===== src/rtl/rhc_pkg.sv =====
// Shared types for the RGB to HSV converter.
`timescale 1ns / 1ps

package rhc_pkg;

    // Hue sector, chosen by the first maximal channel in the order red, green, blue.
    typedef enum logic [1:0] {
        SECTOR_RED,
        SECTOR_GREEN,
        SECTOR_BLUE
    } sector_t;

    // Special-case flags that travel down the pipeline beside the dividers.
    typedef struct packed {
        logic sat_zero;
        logic sat_full;
        logic hue_zero;
    } pix_flags_t;

endpackage


===== src/rtl/rhc_divider.sv =====
// Pipelined restoring divider for a fraction numer/denom, one quotient bit per stage.
`timescale 1ns / 1ps

module rhc_divider #(
    parameter int DIV_BITS = 8,
    parameter int QUO_BITS = 16,
    parameter int TAG_BITS = 1
) (
    input  logic                clk,
    input  logic                rst_n,
    input  logic                enable,
    input  logic                in_valid,
    input  logic [DIV_BITS-1:0] numer,
    input  logic [DIV_BITS-1:0] denom,
    input  logic [TAG_BITS-1:0] tag,
    output logic                out_valid,
    output logic [QUO_BITS-1:0] quotient,
    output logic [TAG_BITS-1:0] out_tag
);

    // Stage inputs, taken from the ports for the first stage and from the
    // previous stage's registers for the rest.
    logic                valid_in [QUO_BITS];
    logic [DIV_BITS-1:0] rem_in   [QUO_BITS];
    logic [DIV_BITS-1:0] den_in   [QUO_BITS];
    logic [QUO_BITS-1:0] quo_in   [QUO_BITS];
    logic [TAG_BITS-1:0] tag_in   [QUO_BITS];

    // Stage registers. The last stage keeps no remainder or divisor.
    logic                valid_reg [QUO_BITS];
    logic [QUO_BITS-1:0] quo_reg   [QUO_BITS];
    logic [TAG_BITS-1:0] tag_reg   [QUO_BITS];
    logic [DIV_BITS-1:0] rem_reg   [QUO_BITS-1];
    logic [DIV_BITS-1:0] den_reg   [QUO_BITS-1];

    for (genvar k = 0; k < QUO_BITS; k++)
    begin : gen_stage
        logic [DIV_BITS:0]   shifted;
        logic                take;
        logic [QUO_BITS-1:0] quo_next;

        // Stage input selection.
        if (k == 0)
        begin : gen_first
            assign valid_in[k] = in_valid;
            assign rem_in[k]   = numer;
            assign den_in[k]   = denom;
            assign quo_in[k]   = '0;
            assign tag_in[k]   = tag;
        end
        else
        begin : gen_next
            assign valid_in[k] = valid_reg[k-1];
            assign rem_in[k]   = rem_reg[k-1];
            assign den_in[k]   = den_reg[k-1];
            assign quo_in[k]   = quo_reg[k-1];
            assign tag_in[k]   = tag_reg[k-1];
        end

        // Double the partial remainder and try to subtract the divisor.
        always_comb
        begin
            shifted  = {rem_in[k], 1'b0};
            take     = (shifted >= {1'b0, den_in[k]});
            quo_next = {quo_in[k][QUO_BITS-2:0], take};
        end

        // Valid bit of this stage.
        always_ff @(posedge clk or negedge rst_n)
        begin
            if (!rst_n)
            begin
                valid_reg[k] <= 1'b0;
            end
            else if (enable)
            begin
                valid_reg[k] <= valid_in[k];
            end
        end

        // Quotient and tag of this stage.
        always_ff @(posedge clk)
        begin
            if (enable)
            begin
                quo_reg[k] <= quo_next;
                tag_reg[k] <= tag_in[k];
            end
        end

        // Remainder and divisor carried to the next stage.
        if (k < QUO_BITS - 1)
        begin : gen_carry
            logic [DIV_BITS:0]   diff;
            logic [DIV_BITS-1:0] rem_next;

            assign diff     = shifted - {1'b0, den_in[k]};
            assign rem_next = take ? diff[DIV_BITS-1:0] : shifted[DIV_BITS-1:0];

            always_ff @(posedge clk)
            begin
                if (enable)
                begin
                    rem_reg[k] <= rem_next;
                    den_reg[k] <= den_in[k];
                end
            end
        end
    end

    assign out_valid = valid_reg[QUO_BITS-1];
    assign quotient  = quo_reg[QUO_BITS-1];
    assign out_tag   = tag_reg[QUO_BITS-1];

endmodule


===== src/rtl/rgb_to_hsv_convert.sv =====
// Top level of the pipelined RGB to HSV pixel converter.
`timescale 1ns / 1ps

// Converts a stream of RGB pixels to hue, saturation and value.
// Input channel s_axis: one pixel per transaction, red, green and blue packed
// in tdata. Output channel m_axis: one HSV result per transaction, hue,
// saturation and value packed in tdata. Hue is a fraction of a full turn,
// saturation is (max-min)/max saturated to all ones, value is the largest
// channel.
// Throughput: one pixel per cycle while the output register is empty or being
// taken. The pipeline is made of the two restoring dividers, which produce
// one quotient bit per pipeline stage, plus four front stages for the input
// register, max/min, delta and the hue numerator, and the output register.
// The whole pipeline advances together whenever the output register is empty
// or being taken; when the receiver stalls, every stage holds and s_axis_tready
// drops, so nothing is lost or repeated. Bubbles are carried as cleared valid
// bits. Reset clears all valid bits; the block keeps no other state.
module rgb_to_hsv_convert
    import rhc_pkg::*;
#(
    parameter int CHANNEL_BITS  = 8,
    parameter int FRACTION_BITS = 16,
    localparam int IN_W  = ((3 * CHANNEL_BITS + 7) / 8) * 8,
    localparam int OUT_W = ((2 * FRACTION_BITS + CHANNEL_BITS + 7) / 8) * 8
) (
    input  logic             clk,
    input  logic             rst_n,
    input  logic             s_axis_tvalid,
    output logic             s_axis_tready,
    input  logic [IN_W-1:0]  s_axis_tdata,   // red, green, blue; zero padding above
    output logic             m_axis_tvalid,
    input  logic             m_axis_tready,
    output logic [OUT_W-1:0] m_axis_tdata    // hue, saturation, value; zero padding above
);

    localparam int TURN_BITS = CHANNEL_BITS + 3;
    localparam int DIFF_BITS = CHANNEL_BITS + 1;
    localparam int NUM_BITS  = CHANNEL_BITS + 4;
    localparam int SAT_TAG   = CHANNEL_BITS + 2;

    logic advance;

    // Stage 1: input register.
    logic                    stg1_valid_reg;
    logic [CHANNEL_BITS-1:0] stg1_red_reg;
    logic [CHANNEL_BITS-1:0] stg1_green_reg;
    logic [CHANNEL_BITS-1:0] stg1_blue_reg;

    // Stage 2: max, min, sector and channel difference.
    logic                        stg2_valid_reg;
    logic [CHANNEL_BITS-1:0]     stg2_max_reg;
    logic [CHANNEL_BITS-1:0]     stg2_min_reg;
    sector_t                     stg2_sector_reg;
    logic signed [DIFF_BITS-1:0] stg2_diff_reg;
    logic [CHANNEL_BITS-1:0]     max_next;
    logic [CHANNEL_BITS-1:0]     min_next;
    logic [CHANNEL_BITS-1:0]     min_rg;
    sector_t                     sector_next;
    logic signed [DIFF_BITS-1:0] diff_next;

    // Stage 3: delta.
    logic                        stg3_valid_reg;
    logic [CHANNEL_BITS-1:0]     stg3_max_reg;
    logic [CHANNEL_BITS-1:0]     stg3_delta_reg;
    sector_t                     stg3_sector_reg;
    logic signed [DIFF_BITS-1:0] stg3_diff_reg;

    // Stage 4: hue numerator wrapped into one turn, and special-case flags.
    logic                       stg4_valid_reg;
    logic [CHANNEL_BITS-1:0]    stg4_max_reg;
    logic [CHANNEL_BITS-1:0]    stg4_delta_reg;
    logic [TURN_BITS-1:0]       stg4_numer_reg;
    logic [TURN_BITS-1:0]       stg4_turn_reg;
    pix_flags_t                 stg4_flags_reg;
    logic [TURN_BITS-1:0]       turn_next;
    logic [TURN_BITS-1:0]       base_next;
    logic signed [NUM_BITS-1:0] num_raw;
    logic signed [NUM_BITS-1:0] num_wrap;
    pix_flags_t                 flags_next;

    // Divider outputs.
    logic                     sat_div_valid;
    logic [FRACTION_BITS-1:0] sat_quo;
    logic [SAT_TAG-1:0]       sat_tag_out;
    logic                     hue_div_valid;
    logic [FRACTION_BITS-1:0] hue_quo;
    logic                     hue_zero_out;
    logic [CHANNEL_BITS-1:0]  div_max;
    logic                     div_sat_zero;
    logic                     div_sat_full;

    // Output register.
    logic                     out_valid_reg;
    logic [FRACTION_BITS-1:0] out_hue_reg;
    logic [FRACTION_BITS-1:0] out_sat_reg;
    logic [CHANNEL_BITS-1:0]  out_value_reg;
    logic [FRACTION_BITS-1:0] hue_next;
    logic [FRACTION_BITS-1:0] sat_next;

    // All stages move together while the output register can take a result.
    assign advance       = !out_valid_reg || m_axis_tready;
    assign s_axis_tready = advance;

    // Valid bits of the front stages and the output register.
    always_ff @(posedge clk or negedge rst_n)
    begin
        if (!rst_n)
        begin
            stg1_valid_reg <= 1'b0;
            stg2_valid_reg <= 1'b0;
            stg3_valid_reg <= 1'b0;
            stg4_valid_reg <= 1'b0;
            out_valid_reg  <= 1'b0;
        end
        else if (advance)
        begin
            stg1_valid_reg <= s_axis_tvalid;
            stg2_valid_reg <= stg1_valid_reg;
            stg3_valid_reg <= stg2_valid_reg;
            stg4_valid_reg <= stg3_valid_reg;
            out_valid_reg  <= sat_div_valid && hue_div_valid;
        end
    end

    // Stage 2 logic: the first maximal channel picks the sector.
    always_comb
    begin
        if ((stg1_red_reg >= stg1_green_reg) && (stg1_red_reg >= stg1_blue_reg))
        begin
            sector_next = SECTOR_RED;
            max_next    = stg1_red_reg;
        end
        else if (stg1_green_reg >= stg1_blue_reg)
        begin
            sector_next = SECTOR_GREEN;
            max_next    = stg1_green_reg;
        end
        else
        begin
            sector_next = SECTOR_BLUE;
            max_next    = stg1_blue_reg;
        end

        min_rg   = (stg1_green_reg < stg1_red_reg) ? stg1_green_reg : stg1_red_reg;
        min_next = (stg1_blue_reg < min_rg) ? stg1_blue_reg : min_rg;

        case (sector_next)
            SECTOR_RED:
            begin
                diff_next = $signed({1'b0, stg1_green_reg}) - $signed({1'b0, stg1_blue_reg});
            end
            SECTOR_GREEN:
            begin
                diff_next = $signed({1'b0, stg1_blue_reg}) - $signed({1'b0, stg1_red_reg});
            end
            SECTOR_BLUE:
            begin
                diff_next = $signed({1'b0, stg1_red_reg}) - $signed({1'b0, stg1_green_reg});
            end
            default:
            begin
                diff_next = '0;
            end
        endcase
    end

    // Stage 4 logic: numerator base*delta + diff, wrapped by one turn if negative.
    always_comb
    begin
        turn_next = TURN_BITS'({stg3_delta_reg, 2'b00}) + TURN_BITS'({stg3_delta_reg, 1'b0});

        case (stg3_sector_reg)
            SECTOR_RED:
            begin
                base_next = '0;
            end
            SECTOR_GREEN:
            begin
                base_next = TURN_BITS'({stg3_delta_reg, 1'b0});
            end
            SECTOR_BLUE:
            begin
                base_next = TURN_BITS'({stg3_delta_reg, 2'b00});
            end
            default:
            begin
                base_next = '0;
            end
        endcase

        num_raw  = $signed({1'b0, base_next}) + NUM_BITS'(stg3_diff_reg);
        num_wrap = num_raw[NUM_BITS-1] ? (num_raw + $signed({1'b0, turn_next})) : num_raw;

        flags_next.hue_zero = (stg3_delta_reg == '0);
        flags_next.sat_zero = (stg3_max_reg == '0);
        flags_next.sat_full = (stg3_delta_reg == stg3_max_reg);
    end

    // Front stage payload registers.
    always_ff @(posedge clk)
    begin
        if (advance)
        begin
            stg1_red_reg    <= s_axis_tdata[CHANNEL_BITS-1:0];
            stg1_green_reg  <= s_axis_tdata[2*CHANNEL_BITS-1:CHANNEL_BITS];
            stg1_blue_reg   <= s_axis_tdata[3*CHANNEL_BITS-1:2*CHANNEL_BITS];

            stg2_max_reg    <= max_next;
            stg2_min_reg    <= min_next;
            stg2_sector_reg <= sector_next;
            stg2_diff_reg   <= diff_next;

            stg3_max_reg    <= stg2_max_reg;
            stg3_delta_reg  <= stg2_max_reg - stg2_min_reg;
            stg3_sector_reg <= stg2_sector_reg;
            stg3_diff_reg   <= stg2_diff_reg;

            stg4_max_reg    <= stg3_max_reg;
            stg4_delta_reg  <= stg3_delta_reg;
            stg4_numer_reg  <= num_wrap[TURN_BITS-1:0];
            stg4_turn_reg   <= turn_next;
            stg4_flags_reg  <= flags_next;
        end
    end

    // Saturation divider: delta / max, with max and its flags riding along.
    rhc_divider #(
        .DIV_BITS (CHANNEL_BITS),
        .QUO_BITS (FRACTION_BITS),
        .TAG_BITS (SAT_TAG)
    ) u_sat_div (
        .clk       (clk),
        .rst_n     (rst_n),
        .enable    (advance),
        .in_valid  (stg4_valid_reg),
        .numer     (stg4_delta_reg),
        .denom     (stg4_max_reg),
        .tag       ({stg4_max_reg, stg4_flags_reg.sat_zero, stg4_flags_reg.sat_full}),
        .out_valid (sat_div_valid),
        .quotient  (sat_quo),
        .out_tag   (sat_tag_out)
    );

    // Hue divider: wrapped numerator over one turn (six times delta).
    rhc_divider #(
        .DIV_BITS (TURN_BITS),
        .QUO_BITS (FRACTION_BITS),
        .TAG_BITS (1)
    ) u_hue_div (
        .clk       (clk),
        .rst_n     (rst_n),
        .enable    (advance),
        .in_valid  (stg4_valid_reg),
        .numer     (stg4_numer_reg),
        .denom     (stg4_turn_reg),
        .tag       (stg4_flags_reg.hue_zero),
        .out_valid (hue_div_valid),
        .quotient  (hue_quo),
        .out_tag   (hue_zero_out)
    );

    // Special cases: black and grey pixels, and a saturation of exactly one.
    always_comb
    begin
        div_max      = sat_tag_out[SAT_TAG-1:2];
        div_sat_zero = sat_tag_out[1];
        div_sat_full = sat_tag_out[0];

        hue_next = hue_zero_out ? '0 : hue_quo;

        if (div_sat_zero)
        begin
            sat_next = '0;
        end
        else if (div_sat_full)
        begin
            sat_next = '1;
        end
        else
        begin
            sat_next = sat_quo;
        end
    end

    // Output register.
    always_ff @(posedge clk)
    begin
        if (advance)
        begin
            out_hue_reg   <= hue_next;
            out_sat_reg   <= sat_next;
            out_value_reg <= div_max;
        end
    end

    assign m_axis_tvalid = out_valid_reg;
    assign m_axis_tdata  = OUT_W'({out_value_reg, out_sat_reg, out_hue_reg});

endmodule


===== config.mk =====
export PLATFORM = sky130hd
export DESIGN_NAME = rgb_to_hsv_convert
export DESIGN_NICKNAME = d
export VERILOG_FILES = /design/src/rtl/rhc_pkg.sv /design/src/rtl/rhc_divider.sv /design/src/rtl/rgb_to_hsv_convert.sv
export SDC_FILE = /design/constraint.sdc
export NUM_CORES = 2
export LEC_CHECK = 0
export BUFFER_PORTS_ARGS = -buffer_cell sky130_fd_sc_hd__buf_2
export CORE_MARGIN = 10
export CORE_UTILIZATION = 58
export DETAILED_ROUTE_END_ITERATION = 8
export PLACE_DENSITY = 0.77
export SYNTH_ARGS = -nofsm -noshare
export SYNTH_HDL_FRONTEND = slang
export SYNTH_HIERARCHICAL = 1
export SYNTH_SLANG_ARGS = --single-unit
export TNS_END_PERCENT = 100

===== constraint.sdc =====
create_clock -name clk -period 26.2 [get_ports clk]
set_input_delay 2.62 -clock clk [delete_from_list [all_inputs] [get_ports clk]]
set_output_delay 2.62 -clock clk [all_outputs]
set_load 0.02 [all_outputs]

* Yosys cells after proc, flatten, opt, wreduce, memory -nomap -nowiden
Memory sizes are Yosys's and may differ from the RTL's. A register that Yosys moved wholly into a read port is not among the register bits.
Index checks and enable logic that the tools add are counted.
** Storage, ports and cells
- Output and inout port bits :: 42
- Memories kept :: 8
- Memory bits (writable) :: 1258
- Bits in registers :: 164
- Input bits :: 28
** Memories
- u_hue_div.quo_reg :: depth 16, width 16, rd ports 16, clocked after Yosys merged registers in 1, wr ports 16, RTL line rhc_divider.sv:31 : logic [QUO_BITS-1:0] quo_reg [QUO_BITS];
- u_sat_div.quo_reg :: depth 16, width 16, rd ports 16, clocked after Yosys merged registers in 0, wr ports 16, RTL line rhc_divider.sv:31
- u_hue_div.den_reg :: depth 15, width 11, rd ports 15, clocked after Yosys merged registers in 0, wr ports 15, RTL line rhc_divider.sv:34 : logic [DIV_BITS-1:0] den_reg [QUO_BITS-1];
- u_hue_div.rem_reg :: depth 15, width 11, rd ports 15, clocked after Yosys merged registers in 0, wr ports 15, RTL line rhc_divider.sv:33 : logic [DIV_BITS-1:0] rem_reg [QUO_BITS-1];
- u_sat_div.tag_reg :: depth 16, width 10, rd ports 16, clocked after Yosys merged registers in 0, wr ports 16, RTL line rhc_divider.sv:32 : logic [TAG_BITS-1:0] tag_reg [QUO_BITS];
- u_sat_div.den_reg :: depth 15, width 8, rd ports 15, clocked after Yosys merged registers in 0, wr ports 15, RTL line rhc_divider.sv:34
- +2 memories
** Cells by class
- Mux-type cells :: 42
- Add/sub/neg operators :: 37
- $lt $le $gt $ge :: 37
- Eq/ne operators :: 5
- Reduce and logical (&&, ||, !) cells :: 6
** Operators with widths (number)
- 12-bit by 11-bit greater-or-equal comparator with 1-bit output :: 16
- 11-bit two-way mux :: 16
- 11-bit subtractor :: 15
- 8-bit two-way mux :: 19
- 9-bit by 8-bit greater-or-equal comparator with 1-bit output :: 16
- 8-bit subtractor :: 16
- 9-bit case mux with 3 select lines :: 1
- 8-bit by 8-bit subtractor with 9-bit output :: 3
- 8-bit greater-or-equal comparator :: 3
- 10-bit case mux with 2 select lines :: 1
- 8-bit zero test :: 2
- 8-bit < comparator :: 2
- 16-bit two-way mux :: 1
- 11-bit by 9-bit adder with 12-bit output :: 1
- 10-bit by 9-bit adder with 11-bit output :: 1
- 11-bit adder :: 1
- 8-bit equality test :: 1
- 2-bit by 1-bit equality test with 1-bit output (second input constant) :: 2
- 2-bit equality test (second input constant) :: 2
- 2-bit two-way mux :: 2
- 2-bit zero test :: 1
- 1-bit two-way mux :: 2
- 1-bit logical AND :: 1
- 1-bit zero test :: 1
- 1-bit logical OR :: 1

* Longest topological paths before layout
- Depth in word-level cells :: 5
- Gate-level depth with buffers :: 20
- Depth with buffers taken out :: 19

* Cells and area by module
Netlist, hierarchy kept.
** Modules (own cells, without submodules)
- rhc_divider (u_hue_div) :: instances 1, area each 25779.7 um2, cells an instance 2025, seq. area each 14874.3 um2
- rhc_divider (u_sat_div) :: instances 1, area each 23759.0 um2, cells an instance 1558, seq. area each 16495.8 um2
- rgb_to_hsv_convert :: instances 1, area each 8688.3 um2, cells an instance 732, seq. area each 4839.6 um2

* Worst setup path before layout
No wires, ideal clock.
- Kind :: input-to-output
- From :: input m_axis_tready
- To :: output s_axis_tready
- Required time :: 23580 ps
- Arrival time :: 25557 ps
- Setup slack :: -1977 ps
- Stages :: 2
- Cell sequence :: nor2b_1 inv_1
** Between the ends
- Cells in the longest elaborated chain, start to end :: 1
** RTL lines
- start, declared :: RTL line rgb_to_hsv_convert.sv:32 : input logic m_axis_tready,
- 1-bit logical OR :: RTL line rgb_to_hsv_convert.sv:101 : assign advance = !out_valid_reg || m_axis_tready;
- end, declared :: RTL line rgb_to_hsv_convert.sv:29 : output logic s_axis_tready,
No other way between the ends.

==> results by group <==
Run status
  • Outcome: complete, no violations

Yosys
  • Register area share after synthesis: 0.6219
  • Seq cells post-synth: 1212
  • Synth Instances: 4315
  • Mapped Area: 58230 µm²
  • Unique masters post-synth: 88
  • Post-synth top area share: 0.6060
  • Ys Warns: 6
  • Synth top area cells: edfxtp_1 61%, ha_1 8.0%, mux2_2 3.3%
  • Post-synth EDFFs: 1175
  • Biggest area consumer among synthesized cells: edfxtp_1
  • Ys async rst share: 0.03053
  • Post-synth top flop: edfxtp_1
  • Mapped Avg Cell Area: 13.49 µm²

Worst hold path
  • Hold EP: u_sat_div/quo_reg[1][37]
  • Worst hold path depth: 0
  • HP Class: register to register
  • Min-Delay Startpoint: u_sat_div/quo_reg[1][20]

Timing
  • Slew Viols, Final: 0
  • Setup-failing EPs final: 0
  • Final min period: 7512 ps
  • Setup TNS: 0 ps
  • Slew Limit Headroom: 0.2904
  • Fmax: 133.1 MHz
  • RSZ-0062 raised after global routing: false
  • Worst Max-Slew Pin Slew: 1064 ps
  • Tcrit/Tclk final: 0.2867
  • Hold Violations, Final: 0
  • Clock skew: 20.14 ps

Worst setup path
  • Crit path kind: input port to register
  • Flop-to-flop setup slack: 20220 ps
  • Critical Path RT: 26520 ps
  • RR Endpoint: u_hue_div/den_reg[1][33]
  • Max FO, Critical Path: 201
  • Crit path DAT: 7840 ps
  • Reg-to-Reg Start: m_axis_tvalid
  • Worst Setup End Kind: register
  • Startpoint Class: input port
  • Worst-case reg-to-reg path depth: 7

Layout
  • Layout cells sized above 1: 0.1160
  • Area Overhead vs Synth: 10.54%
  • Antenna cell count: 0
  • Non-Filler Instances: 5868
  • Final net count: 4903

Global route
  • Initial antenna violation count: 0
  • Overflow left after global routing: 0
  • All-Layer GR Usage: 0.1776
  • Largest net degree at the start of global routing: 208
  • First-pass GRT wire length: 165400 µm
  • Vias in the first global route: 33.20k

Floorplanning
  • Die height: 336.8 µm
  • IO Count: 70
  • Core ar.: 99860 µm²
  • DIE AREA: 113500 µm²
  • Row cnt: 116
  • Die X-Extent: 336.8 µm
  • Initial Utilization: 0.5831

Drt
  • Via density: 5.741
  • Wire length per cell: 17.46 µm
  • Drt first pass iters: 5
  • Initial DRC count: 2353
  • Post-route DRC: 0
  • Remaining antenna violation count after routing: 0
  • Routed WL: 102400 µm
  • Vias: 33.69k

Clock network
  • Cts hold-fix bufs: 0
  • Num CTS Buffers: 119
  • Clock-pin slew on the worst setup and hold paths: 60 ps
  • Resize count post-CTS: 0
  • Setup repair bufs after CTS: 0
  • Clk buf depth: 3
  • H-tree Lvls: 3
  • Clk_lat worst skew: 710 ps
  • Clk sinks: 1212
  • CTS tree: done
  • Root buffer cell: clkbuf_16

Place
  • Placed Cells: 5641
  • HPWL Detailed: 71190 µm
  • Port Buf Inserts: 69
  • Routability cong.: 0.8793

Job
  • Max Cap Viol: 0
per-stage QoR:
stage	setup slack [ps]	cell area (µm²)	util	hold slack, ps
detailed placement	18090	60120	0.6020	404.5
global route	18230	64370	0.6446	417.3
finish	18690	64370	0.6446	408.4
floorplan	4859	58240	-	400.3
CTS	18840	64370	0.6446	406.6
global placement	18160	60120	0.6020	400.5
cell usage after synthesis, types with 25 or more instances:
cell type / n
o21a_1: 100
ha_1: 374
a21o_1: 74
nand2b_1: 26
edfxtp_1: 1175
o2111ai_1: 28
nand4_1: 48
nor2_1: 292
a21oi_1: 194
a211o_1: 25
o211ai_1: 34
o31ai_1: 44
o21ai_0: 141
mux2i_1: 28
inv_1: 468
xor2_1: 39
and3_1: 36
mux2_2: 169
nor3_1: 89
fa_1: 37
a31oi_1: 44
xnor2_1: 111
dfrtp_1: 37
nand2_1: 109
o31a_1: 27
a211oi_1: 36
nor2b_1: 71
nand3_1: 106
logic make-up (layout without fill, tap and decap cells):
logic type	count (synthesis)	after routing	synth area share
AOI/OAI and AO/OA	904	904	0.1078
xor gates and xnor gates	150	150	0.02256
adders and majority gates	411	411	0.09309
buffers and inverters	535	788	0.03539
DFF	1212	1212	0.6219
muxes	216	216	0.04233
other	1	3	0.00006440
and+or+nand+nor	886	886	0.07693
per-layer routing:
metal | wire (µm) | GRT usage | share of wire
met2 | 52540 | 0.3181 | 0.51
met1 | 42420 | 0.2144 | 0.41
met4 | 3711 | 0.06835 | 0.036
met5 | 0 | 0 | 0
met3 | 3763 | 0.02675 | 0.037
final cells by class:
cell class | instances | area [µm²]
clock buffers | 139 | 3084
repair buffers | 79 | 470.5
inverters | 482 | 1828
fillers | 7171 | 35490
clock inverters | 88 | 1167
flip-flops and latches | 1212 | 36210
multi-input cells | 2570 | 19980
well taps | 1298 | 1624
critical path, stage by stage:
cell and delay (ps):
buf_2 80, nor2b_1 90, clkinvlp_4 420, buf_4 790
buf_12 760, buf_12 650, buf_4 860, buf_4 910
layout by cell type (no fill, tap or decap), types with 109 or more instances in the layout:
cell,instances
edfxtp_1,1175
inv_1,467
ha_1,374
nor2_1,292
a21oi_1,194
mux2_2,169
o21ai_0,141
clkbuf_16,120
xnor2_1,111
nand2_1,109
how the worst max path moves through the flow:
stage	from	end	slack [ps]
finish	m_axis_tready	u_hue_div/den_reg[1][33]	18690
detailed placement	m_axis_tready	u_hue_div/quo_reg[1][102]	18090
global placement	m_axis_tready	u_hue_div/quo_reg[1][116]	18160
floorplan	m_axis_tready	out_hue_reg[0]	4860
CTS	m_axis_tready	u_hue_div/den_reg[1][56]	18840
global route	m_axis_tready	u_sat_div/tag_reg[15][6]	18230
Power is not shown: default switching activity piles up to over one toggle a cycle in this logic, so the estimate is an artifact.
